File: src/hw/rtl/sweep_prune_circle_pairs_defines.svh
// Assertion macros shared by the sweep and prune circle pair finder.
// Depends on nothing; included by modules that carry assertions.
`ifndef SWEEP_PRUNE_CIRCLE_PAIRS_DEFINES_SVH
`define SWEEP_PRUNE_CIRCLE_PAIRS_DEFINES_SVH
// Checks a property at every rising clock edge outside reset.
`define SPCP_ASSERT(label, prop, msg) \
   label: assert property (@(posedge clock) disable iff (reset) prop) else $error(msg);
// Checks that a condition implies a consequence in the next cycle.
`define SPCP_ASSERT_NEXT(label, cond, cons, msg) \
   label: assert property (@(posedge clock) disable iff (reset) (cond) |=> (cons)) \
      else $error(msg);
`endif

File: src/hw/rtl/spcp_pkg.sv
// Shared types and constants of the sweep and prune circle pair finder.
// Depends on nothing.
package spcp_pkg;
   localparam int COORD_BITS  = 16;
   localparam int RADIUS_BITS = 12;
   localparam int EDGE_BITS   = 18;

   typedef struct packed {
      logic signed [COORD_BITS-1:0]  x;
      logic signed [COORD_BITS-1:0]  y;
      logic        [RADIUS_BITS-1:0] r;
   } geo_type;

   localparam int GEO_BITS = $bits(geo_type);
   localparam logic signed [EDGE_BITS-1:0] EDGE_MIN = {1'b1, {(EDGE_BITS-1){1'b0}}};
endpackage

File: src/hw/rtl/spcp_ram.sv
// Active set memory: one write port, one read port with registered data.
// Depends on nothing.
module spcp_ram #(
   parameter int DEPTH = 32,
   parameter int WIDTH = 54
) (
   input  logic                     clock,
   input  logic                     we,
   input  logic [$clog2(DEPTH)-1:0] waddr,
   input  logic [WIDTH-1:0]         wdata,
   input  logic [$clog2(DEPTH)-1:0] raddr,
   output logic [WIDTH-1:0]         rdata
);
   logic [WIDTH-1:0] mem [DEPTH];

   always_ff @(posedge clock) begin
      if (we) begin
         mem[waddr] <= wdata;
      end
      rdata <= mem[raddr];
   end
endmodule

File: src/hw/rtl/spcp_col.sv
// Overlap test of two circles: registered squares, then sum and compare.
// Depends on spcp_pkg.
module spcp_col import spcp_pkg::*; (
   input  logic    clock,
   input  logic    en,
   input  geo_type cur,
   input  geo_type ent,
   output logic    hit
);
   logic signed [COORD_BITS:0]  dx, dy;
   logic signed [2*COORD_BITS+1:0] px, py;
   logic [RADIUS_BITS:0]        rs;
   logic [2*COORD_BITS-1:0]     dx2_ff, dy2_ff;
   logic [2*RADIUS_BITS+1:0]    rs2_ff;
   logic [2*COORD_BITS:0]       dist2;

   assign dx = (COORD_BITS+1)'(cur.x) - (COORD_BITS+1)'(ent.x);
   assign dy = (COORD_BITS+1)'(cur.y) - (COORD_BITS+1)'(ent.y);
   assign px = dx * dx;
   assign py = dy * dy;
   assign rs = {1'b0, cur.r} + {1'b0, ent.r};

   always_ff @(posedge clock) begin
      if (en) begin
         dx2_ff <= px[2*COORD_BITS-1:0];
         dy2_ff <= py[2*COORD_BITS-1:0];
         rs2_ff <= rs * rs;
      end
   end

   assign dist2 = {1'b0, dx2_ff} + {1'b0, dy2_ff};
   assign hit = dist2 < (2*COORD_BITS+1)'(rs2_ff);
endmodule

File: src/hw/rtl/sweep_prune_circle_pairs.sv
// Sweep and prune circle pair finder, top level.
// Depends on spcp_pkg, spcp_ram, spcp_col and the assertion macro header.
// Each request is accepted in IDLE; each stored circle is then read in EVAL,
// through the single read port of the active set memory. A stored circle that
// is dropped is handled in EVAL alone; one that stays is squared in EVAL, then
// compared and reported in COMP. FINISH issues the final marker. A hit in COMP
// and the marker in FINISH wait while rsp_stall holds a result.
`include "sweep_prune_circle_pairs_defines.svh"
module sweep_prune_circle_pairs import spcp_pkg::*; #(
   parameter int ACTIVE_DEPTH = 32,
   parameter int ID_BITS      = 10
) (
   input  logic                      clock,
   input  logic                      reset,
   input  logic                      req_valid,
   output logic                      req_stall,
   input  logic                      req_frame_start,
   input  logic [ID_BITS-1:0]        req_object_id,
   input  logic signed [COORD_BITS-1:0] req_pos_x,
   input  logic signed [COORD_BITS-1:0] req_pos_y,
   input  logic [RADIUS_BITS-1:0]    req_radius,
   output logic                      rsp_valid,
   input  logic                      rsp_stall,
   output logic [ID_BITS-1:0]        rsp_first_id,
   output logic [ID_BITS-1:0]        rsp_second_id,
   output logic                      rsp_is_pair,
   output logic                      rsp_last,
   output logic                      rsp_overflow,
   output logic                      rsp_order_error
);
   localparam int AW    = $clog2(ACTIVE_DEPTH);
   localparam int CW    = $clog2(ACTIVE_DEPTH + 1);
   localparam int EW    = ID_BITS + GEO_BITS;
   localparam logic [CW-1:0] FULL = CW'(ACTIVE_DEPTH);

   typedef enum logic [1:0] {IDLE, EVAL, COMP, FINISH} state_type;

   state_type state_ff, state_in;
   logic [ID_BITS-1:0] cur_id_ff, cur_id_in, pair_id_ff, pair_id_in;
   geo_type cur_geo_ff, cur_geo_in;
   logic order_ff, order_in;
   logic [CW-1:0] cnt_ff, cnt_in, idx_ff, idx_in, kept_ff, kept_in;
   logic signed [EDGE_BITS-1:0] prev_ff, prev_in, left_ff, left_in;
   logic rsp_valid_ff, rsp_valid_in;
   logic [ID_BITS-1:0] rsp_first_ff, rsp_first_in, rsp_second_ff, rsp_second_in;
   logic rsp_pair_ff, rsp_pair_in, rsp_last_ff, rsp_last_in;
   logic rsp_ovf_ff, rsp_ovf_in, rsp_ord_ff, rsp_ord_in;

   logic we, col_en, hit, keep, out_free, accept;
   logic [AW-1:0] waddr, raddr;
   logic [EW-1:0] wdata, rdata;
   geo_type ent_geo, req_geo;
   logic [ID_BITS-1:0] ent_id;
   logic signed [EDGE_BITS-1:0] req_left, ent_right, eff_prev;
   logic [CW-1:0] eff_cnt, idx_next;

   spcp_ram #(.DEPTH(ACTIVE_DEPTH), .WIDTH(EW)) u_ram (
      .clock(clock), .we(we), .waddr(waddr), .wdata(wdata),
      .raddr(raddr), .rdata(rdata)
   );

   spcp_col u_col (
      .clock(clock), .en(col_en), .cur(cur_geo_ff), .ent(ent_geo), .hit(hit)
   );

   assign req_geo   = '{x: req_pos_x, y: req_pos_y, r: req_radius};
   assign ent_id    = rdata[EW-1:GEO_BITS];
   assign ent_geo   = geo_type'(rdata[GEO_BITS-1:0]);
   assign req_left  = EDGE_BITS'(req_pos_x) - EDGE_BITS'({1'b0, req_radius});
   assign ent_right = EDGE_BITS'(ent_geo.x) + EDGE_BITS'({1'b0, ent_geo.r});
   assign keep      = ent_right >= left_ff;
   assign eff_cnt   = req_frame_start ? '0 : cnt_ff;
   assign eff_prev  = req_frame_start ? EDGE_MIN : prev_ff;
   assign idx_next  = idx_ff + CW'(1);
   assign out_free  = !rsp_valid_ff || !rsp_stall;
   assign req_stall = state_ff != IDLE;
   assign accept    = req_valid && !req_stall;
   assign col_en    = state_ff == EVAL;

   always_comb begin
      we    = 1'b0;
      waddr = kept_ff[AW-1:0];
      wdata = rdata;
      raddr = idx_ff[AW-1:0];
      if (state_ff == IDLE) begin
         raddr = '0;
      end else if (state_ff == EVAL) begin
         we    = keep;
         raddr = idx_next[AW-1:0];
      end else if (state_ff == FINISH) begin
         we    = out_free && kept_ff != FULL;
         wdata = {cur_id_ff, cur_geo_ff};
      end
   end

   always_comb begin
      state_in      = state_ff;
      cur_id_in     = cur_id_ff;
      cur_geo_in    = cur_geo_ff;
      pair_id_in    = pair_id_ff;
      order_in      = order_ff;
      cnt_in        = cnt_ff;
      idx_in        = idx_ff;
      kept_in       = kept_ff;
      prev_in       = prev_ff;
      left_in       = left_ff;
      rsp_valid_in  = rsp_valid_ff && rsp_stall;
      rsp_first_in  = rsp_first_ff;
      rsp_second_in = rsp_second_ff;
      rsp_pair_in   = rsp_pair_ff;
      rsp_last_in   = rsp_last_ff;
      rsp_ovf_in    = rsp_ovf_ff;
      rsp_ord_in    = rsp_ord_ff;
      unique case (state_ff)
         IDLE: begin
            if (accept) begin
               cur_id_in  = req_object_id;
               cur_geo_in = req_geo;
               left_in    = req_left;
               prev_in    = req_left;
               order_in   = req_left < eff_prev;
               cnt_in     = eff_cnt;
               idx_in     = '0;
               kept_in    = '0;
               state_in   = (eff_cnt != '0) ? EVAL : FINISH;
            end
         end
         EVAL: begin
            idx_in     = idx_next;
            pair_id_in = ent_id;
            if (keep) begin
               kept_in  = kept_ff + CW'(1);
               state_in = COMP;
            end else begin
               state_in = (idx_next < cnt_ff) ? EVAL : FINISH;
            end
         end
         COMP: begin
            if (!hit || out_free) begin
               state_in = (idx_ff < cnt_ff) ? EVAL : FINISH;
            end
            if (hit && out_free) begin
               rsp_valid_in  = 1'b1;
               rsp_first_in  = cur_id_ff;
               rsp_second_in = pair_id_ff;
               rsp_pair_in   = 1'b1;
               rsp_last_in   = 1'b0;
               rsp_ovf_in    = 1'b0;
               rsp_ord_in    = 1'b0;
            end
         end
         FINISH: begin
            if (out_free) begin
               rsp_valid_in  = 1'b1;
               rsp_first_in  = cur_id_ff;
               rsp_second_in = '0;
               rsp_pair_in   = 1'b0;
               rsp_last_in   = 1'b1;
               rsp_ovf_in    = kept_ff == FULL;
               rsp_ord_in    = order_ff;
               cnt_in        = (kept_ff == FULL) ? kept_ff : kept_ff + CW'(1);
               state_in      = IDLE;
            end
         end
         default: state_in = IDLE;
      endcase
   end

   always_ff @(posedge clock) begin
      if (reset) begin
         state_ff     <= IDLE;
         cnt_ff       <= '0;
         idx_ff       <= '0;
         kept_ff      <= '0;
         prev_ff      <= EDGE_MIN;
         rsp_valid_ff <= 1'b0;
      end else begin
         state_ff     <= state_in;
         cnt_ff       <= cnt_in;
         idx_ff       <= idx_in;
         kept_ff      <= kept_in;
         prev_ff      <= prev_in;
         rsp_valid_ff <= rsp_valid_in;
      end
      cur_id_ff     <= cur_id_in;
      cur_geo_ff    <= cur_geo_in;
      pair_id_ff    <= pair_id_in;
      order_ff      <= order_in;
      left_ff       <= left_in;
      rsp_first_ff  <= rsp_first_in;
      rsp_second_ff <= rsp_second_in;
      rsp_pair_ff   <= rsp_pair_in;
      rsp_last_ff   <= rsp_last_in;
      rsp_ovf_ff    <= rsp_ovf_in;
      rsp_ord_ff    <= rsp_ord_in;
   end

   assign rsp_valid       = rsp_valid_ff;
   assign rsp_first_id    = rsp_first_ff;
   assign rsp_second_id   = rsp_second_ff;
   assign rsp_is_pair     = rsp_pair_ff;
   assign rsp_last        = rsp_last_ff;
   assign rsp_overflow    = rsp_ovf_ff;
   assign rsp_order_error = rsp_ord_ff;

   `SPCP_ASSERT(a_cnt_bound, cnt_ff <= FULL, "active count exceeds depth")
   `SPCP_ASSERT(a_kept_behind, kept_ff <= idx_ff, "compaction write passed the read index")
   `SPCP_ASSERT(a_marker_shape, !(rsp_valid_ff && rsp_pair_ff && rsp_last_ff),
      "pair result marked as last")
   `SPCP_ASSERT_NEXT(a_finish_idle, state_ff == FINISH && out_free, state_ff == IDLE,
      "marker issued without returning to idle")
endmodule
File: config.mk
export PLATFORM = sky130hd
export DESIGN_NAME = sweep_prune_circle_pairs
export DESIGN_NICKNAME = d
export VERILOG_FILES = /design/src/hw/rtl/spcp_pkg.sv /design/src/hw/rtl/spcp_ram.sv /design/src/hw/rtl/spcp_col.sv /design/src/hw/rtl/sweep_prune_circle_pairs.sv
export VERILOG_INCLUDE_DIRS = /design/src /design/src/hw/rtl
export SDC_FILE = /design/constraint.sdc
export NUM_CORES = 2
export LEC_CHECK = 0
export BUFFER_PORTS_ARGS = -buffer_cell sky130_fd_sc_hd__buf_2
export CELL_PAD_IN_SITES_DETAIL_PLACEMENT = 1
export CELL_PAD_IN_SITES_GLOBAL_PLACEMENT = 1
export CORE_ASPECT_RATIO = 1.25
export CORE_MARGIN = 4
export CORE_UTILIZATION = 45
export CTS_BUF_LIST = sky130_fd_sc_hd__clkbuf_4 sky130_fd_sc_hd__clkbuf_8 sky130_fd_sc_hd__clkbuf_16
export DETAILED_ROUTE_END_ITERATION = 8
export PLACE_DENSITY = 0.75
export SLEW_MARGIN = 10
export SYNTH_ARGS = -nofsm -noshare
export SYNTH_HDL_FRONTEND = slang
export SYNTH_HIERARCHICAL = 1
export SYNTH_SLANG_ARGS = --single-unit
File: constraint.sdc
create_clock -name clock -period 11.65 [get_ports clock]
set_input_delay 1.7475 -clock clock [delete_from_list [all_inputs] [get_ports clock]]
set_output_delay 1.7475 -clock clock [all_outputs]
set_load 0.02 [all_outputs]
Word-level counts from Yosys, hierarchy flattened

Memory sizes are Yosys's and may differ from the RTL's. A register that Yosys moved wholly into a read port is not among the register bits.
Index checks and enable logic that the tools add are counted.

Input bits: 59
Word-level logic and storage cells: 118
Flip-flop bits (word level): 235
Memories: 1
Memory bits (writable): 1728

Memories:

| memory    | depth | width | read ports | clocked after Yosys merged registers in | wr ports | line           | text |
|---|---|---|---|---|---|---|---|
| u_ram.mem | 32    | 54    | 1          | 1                                       | 1        | spcp_ram.sv:14 | `logic [WIDTH-1:0] mem [DEPTH];` |

Equality and inequality tests: 10
Multiply operators: 3
Reduce and logical (&&, ||, !) cells: 22
$add $sub $neg: 8
Order comparisons: 5
Multiplexer cells: 47

Operators with widths:

| cell                  | count |
|---|---|
| $mux W54              | 3 |
| $mul A17 B17 Y32      | 2 |
| $mux W10              | 4 |
| $pmux W10 S2          | 2 |
| $mux W6               | 6 |
| $pmux W6 S2           | 3 |
| $sub A16 B16 Y17      | 2 |
| $add A32 B32 Y33      | 1 |
| $lt A33 B26 Y1        | 1 |
| $mul A13 B13 Y26      | 1 |
| $lt A17 B18 Y1        | 1 |
| $mux W18              | 1 |
| $add A16 B13 Y17      | 1 |
| $ge A17 B17 Y1        | 1 |
| $sub A16 B13 Y17      | 1 |
| $mux W2               | 7 |
| $add A12 B12 Y13      | 1 |
| $mux W1               | 13 |
| $add A6 B1 Y6 const B | 2 |
| $lt A6 B6 Y1          | 2 |
| $reduce_and A3 Y1     | 4 |
| $mux W5               | 2 |
| $ne A2 B2 Y1 const B  | 5 |
| $pmux W1 S2           | 5 |
| 12 further kinds      | 24 |

Depth between registers and ports, before layout

Word-level depth: 8
Mapped depth: 36
Depth with buffers taken out: 33

Modules after synthesis

Netlist, hierarchy kept.

By module, submodules not included:

| module                   | sequential area each (um^2) | instances | cells each | area an instance (um^2) |
|---|---|---|---|---|
| spcp_ram                 | 52970.8                     | 1         | 3778       | 68268.0 |
| spcp_col                 | 2612.5                      | 1         | 3130       | 28985.3 |
| sweep_prune_circle_pairs | 3963.8                      | 1         | 768        | 8227.9 |

Worst setup path before layout

No wires, ideal clock.

Path type: reg-to-reg
Start point: reg cur_geo_ff[12] in the netlist's numbering
End point: reg u_col.dy2_ff[30], data pin
Cell stages (with the launch flop): 35
Path slack: 3.886 ns
Arrival: 7.506 ns
Buffers on the path: 2
Setup time: 0.258 ns
Cells stage by stage: edfxtp_1 > inv_1 > ha_1 > fa_1 > nand2b_1 > a21oi_1 > o21bai_1 > a31oi_1 > a31oi_1 > nand2b_1 > a31o_2 > buf_2 > nand2_1 > inv_1 > fa_1 > fa_1 > inv_1 > fa_1 > inv_1 > fa_1 > fa_1 > inv_1 > fa_1 > inv_1 > ha_1 > clkbuf_1 > nand2_1 > o211ai_1 > a21o_1 > a221oi_1 > o22ai_1 > o221ai_1 > o2111ai_1 > a21oi_1 > xnor2_1

Cells in the longest elaborated chain, start to end: 2

RTL lines:

| item                   | line                            | text |
|---|---|---|
| start, declared        | sweep_prune_circle_pairs.sv:40  | `geo_type cur_geo_ff, cur_geo_in;` |
| start signal, assigned | sweep_prune_circle_pairs.sv:186 | `cur_geo_ff <= cur_geo_in;` |
| $sub A16 B16 Y17       | spcp_col.sv:18                  | `assign dy = (COORD_BITS+1)'(cur.y) - (COORD_BITS+1)'(ent.y);` |
| $mul A17 B17 Y32       | spcp_col.sv:20                  | `assign py = dy * dy;` |
| via u_col.py[30]       | spcp_col.sv:11                  | `logic signed [2*COORD_BITS+1:0] px, py;` |
| end signal, assigned   | spcp_col.sv:26                  | `dy2_ff <= py[2*COORD_BITS-1:0];` |
| end, declared          | spcp_col.sv:13                  | `logic [2*COORD_BITS-1:0] dx2_ff, dy2_ff;` |

The timed path passes the listed nets, and every way through them passes these cells.
A chain may end at the register's enable or synchronous reset.

Final worst setup path

Start point: reg u_ram.rdata[29], read port of u_ram.mem
End point: reg u_col.dx2_ff[30], data pin

Cells in the longest elaborated chain, start to end: 2

RTL lines:

| item                 | line           | text |
|---|---|---|
| start, declared      | spcp_ram.sv:12 | `output logic [WIDTH-1:0] rdata` |
| $sub A16 B16 Y17     | spcp_col.sv:17 | `assign dx = (COORD_BITS+1)'(cur.x) - (COORD_BITS+1)'(ent.x);` |
| $mul A17 B17 Y32     | spcp_col.sv:19 | `assign px = dx * dx;` |
| via u_col.px[30]     | spcp_col.sv:11 |  |
| end signal, assigned | spcp_col.sv:25 | `dx2_ff <= px[2*COORD_BITS-1:0];` |
| end, declared        | spcp_col.sv:13 |  |

The timed path passes the listed nets, and every way through them passes these cells.

==> qor.yml <==
status: "complete, no violations"
antenna_found_initial: 16
track_usage: 0.250
regToRegSetupSlack_ns: 2.34
port_buffers: 84
ys_types: 87
grt_max_degree: 139
final_common_cell: "edfxtp_1"
die-area_um2: 242000
path_clk_slew_ns: 0.06
synth_ff_type: "edfxtp_1"
rsz0062_at_grt: "no"
place_congestion: 0.908
cts_resized: 0
drive_above_1_share: 0.0851
dieHeight_um: 549
path_max_fanout: 12
finalCritPeriodShare: 0.799
pin_count: 85
ctsHtreeMaxLevel: 4
final_cell_mix: "edfxtp_1, inv_1, mux2i_1, fa_1, nand2_1"
hold_violations: 0
ys_seq_area_frac: 0.565
cts-root-buf: "clkbuf_16"
arrival_ns: 9.86
cts.sinks: 2014
worstSetupPathType: "flip-flop to flip-flop"
wl_um: 305000
skew_ns: 0.172
crit_path_start_kind: "flip-flop"
slew_headroom: 0.143
overflow: 0
synth_edf_count: 1921
drc: 0
hold_buffers: 0
grt_pass1_wl_um: 452000
cts_tree: "yes"
hold_path_class: "flip-flop to flip-flop"
die_w_um: 441
routed_via_density: 5.79
core.rowCount: 198
cts_buffer_depth: 4
firstDrtPassIters: 5
vias: 64000
fin_nets: 8853
cts_made_buffers: 202
synth.avg_cell_area_um2: 13.7
critPathCaptureType: "flip-flop"
drt-wirelength-per-cell_um: 27.6
first_iter_violations: 5388
synth_cells: 7676
worst_path_largest_cell_delay_ns: 0.91
finalSetupTns_ns: 0
ys_seq_elements: 2014
cp_slowest_cell: "xnor2_1"
period_needed_ns: 9.31
hpwl_um: 195000
post_cts_buffers: 0
worstMarginPinSlew_ns: 1.28
coreArea_um2: 233000
syn_area_um2: 105000
synth_warnings: 6
drv_slew: 0
clock.fmax_ghz: 0.107
setup_viol: 0
synthArstFlopShare: 0
area_delta_synth_final_pct: 10.1
grt_pass1_vias: 70900
critical_path_required_ns: 12.21
cap_violations: 0
clk_latency_ns: 0.92
postSynthNetCount: 8744
drt.antenna.violating_nets: 0
start_util: 0.452
==> final timing paths <==
check	start	to	depth (start not counted)
hold reg to reg	u_ram/rdata[49]	pair_id_ff[5]	0
setup / recovery	u_ram/rdata[29]	u_col/dx2_ff[30]	31
hold / removal	u_ram/rdata[49]	pair_id_ff[5]	0
setup reg to reg	u_ram/rdata[29]	u_col/dx2_ff[30]	31
==> cell type report <==
| type | count | area, um2 |
|---|---|---|
| well taps | 3100 | 3880 |
| clock inverters | 122 | 1340 |
| diodes | 4 | 10.0 |
| repair buffers | 202 | 1390 |
| clock buffers | 243 | 5440 |
| fillers | 23000 | 117000 |
| inverters | 893 | 3360 |
| flip-flops and latches | 2014 | 59500 |
| multi-input cells | 4472 | 41200 |
==> kinds of logic after synthesis <==
logic type / after synthesis / share of synthesized area
xor gates and xnor gates: 195 / 0.0164
adders and majority gates: 1009 / 0.164
and+or+nand+nor: 1374 / 0.0580
buffers and inverters: 1190 / 0.0481
muxes: 921 / 0.0880
DFF: 2014 / 0.565
AOI/OAI and AO/OA: 973 / 0.0614
==> routing by layer <==
metal | part of all wire | track usage
met1 | 0.37 | 0.292
met2 | 0.53 | 0.456
met3 | 0.056 | 0.0322
met4 | 0.051 | 0.113
met5 | 0.00012 | 0
==> synthesized netlist by cell type (34+ instances only) <==
cell / n / area share
xnor2_1: 141 / 0.012
a21oi_1: 304 / 0.014
nand2b_1: 52 / 0.0031
dfxtp_1: 93 / 0.018
clkbuf_1: 137 / 0.0049
mux2_2: 52 / 0.0056
ha_1: 392 / 0.046
a22oi_1: 168 / 0.012
a31oi_1: 74 / 0.0044
mux2i_1: 869 / 0.082
a22o_1: 108 / 0.0090
inv_1: 877 / 0.031
a21o_1: 52 / 0.0037
fa_1: 617 / 0.12
nor2_1: 409 / 0.015
edfxtp_1: 1921 / 0.55
o21a_1: 34 / 0.0024
o21ai_0: 88 / 0.0042
xor2_1: 51 / 0.0042
nand2_1: 455 / 0.016
buf_4: 40 / 0.0028
buf_2: 53 / 0.0025
nor3_1: 99 / 0.0047
nand3_1: 217 / 0.010
==> flip-flops by register name, indices dropped and copies added (netlist names), 2 cells and up <==
| name | cells |
|---|---|
| u_col/rs2_ff | 25 |
| u_col/dx2_ff | 31 |
| cnt_ff | 6 |
| left_ff | 17 |
| cur_id_ff | 10 |
| pair_id_ff | 10 |
| rsp_second_id | 10 |
| idx_ff | 6 |
| u_ram/rdata | 54 |
| u_col/dy2_ff | 31 |
| u_ram/mem | 1728 |
| cur_geo_ff | 44 |
| rsp_first_id | 10 |
| prev_ff | 18 |
| kept_ff | 6 |
| state_ff | 2 |
==> worst max-delay path, delay by kind of cell, from the launching register on <==
family | cells | cell delay (ns)
buf+inv | 6 | 0.82
fa+ha+maj | 8 | 3.60
flops | 1 | 0.39
simple gates | 4 | 0.60
xor+xnor | 2 | 0.99
compound gates | 11 | 2.58
==> metrics by stage <==
stage / utilization / setup slack [ns] / cell area (um2) / cells / hold WS [ns]
2_1_floorplan: - / 3.89 / 105000 / 7676 / 0.404
3_3_place_gp: 0.469 / 2.62 / 109000 / 10700 / 0.420
3_5_place_dp: 0.469 / 2.54 / 109000 / 10700 / 0.416
4_1_cts: 0.498 / 2.47 / 116000 / 11000 / 0.433
5_1_grt: 0.498 / 1.85 / 116000 / 11000 / 0.447
6_report: 0.498 / 2.34 / 116000 / 11100 / 0.432
Power is not shown: default switching activity piles up to over one toggle a cycle in this logic, so the estimate is an artifact.
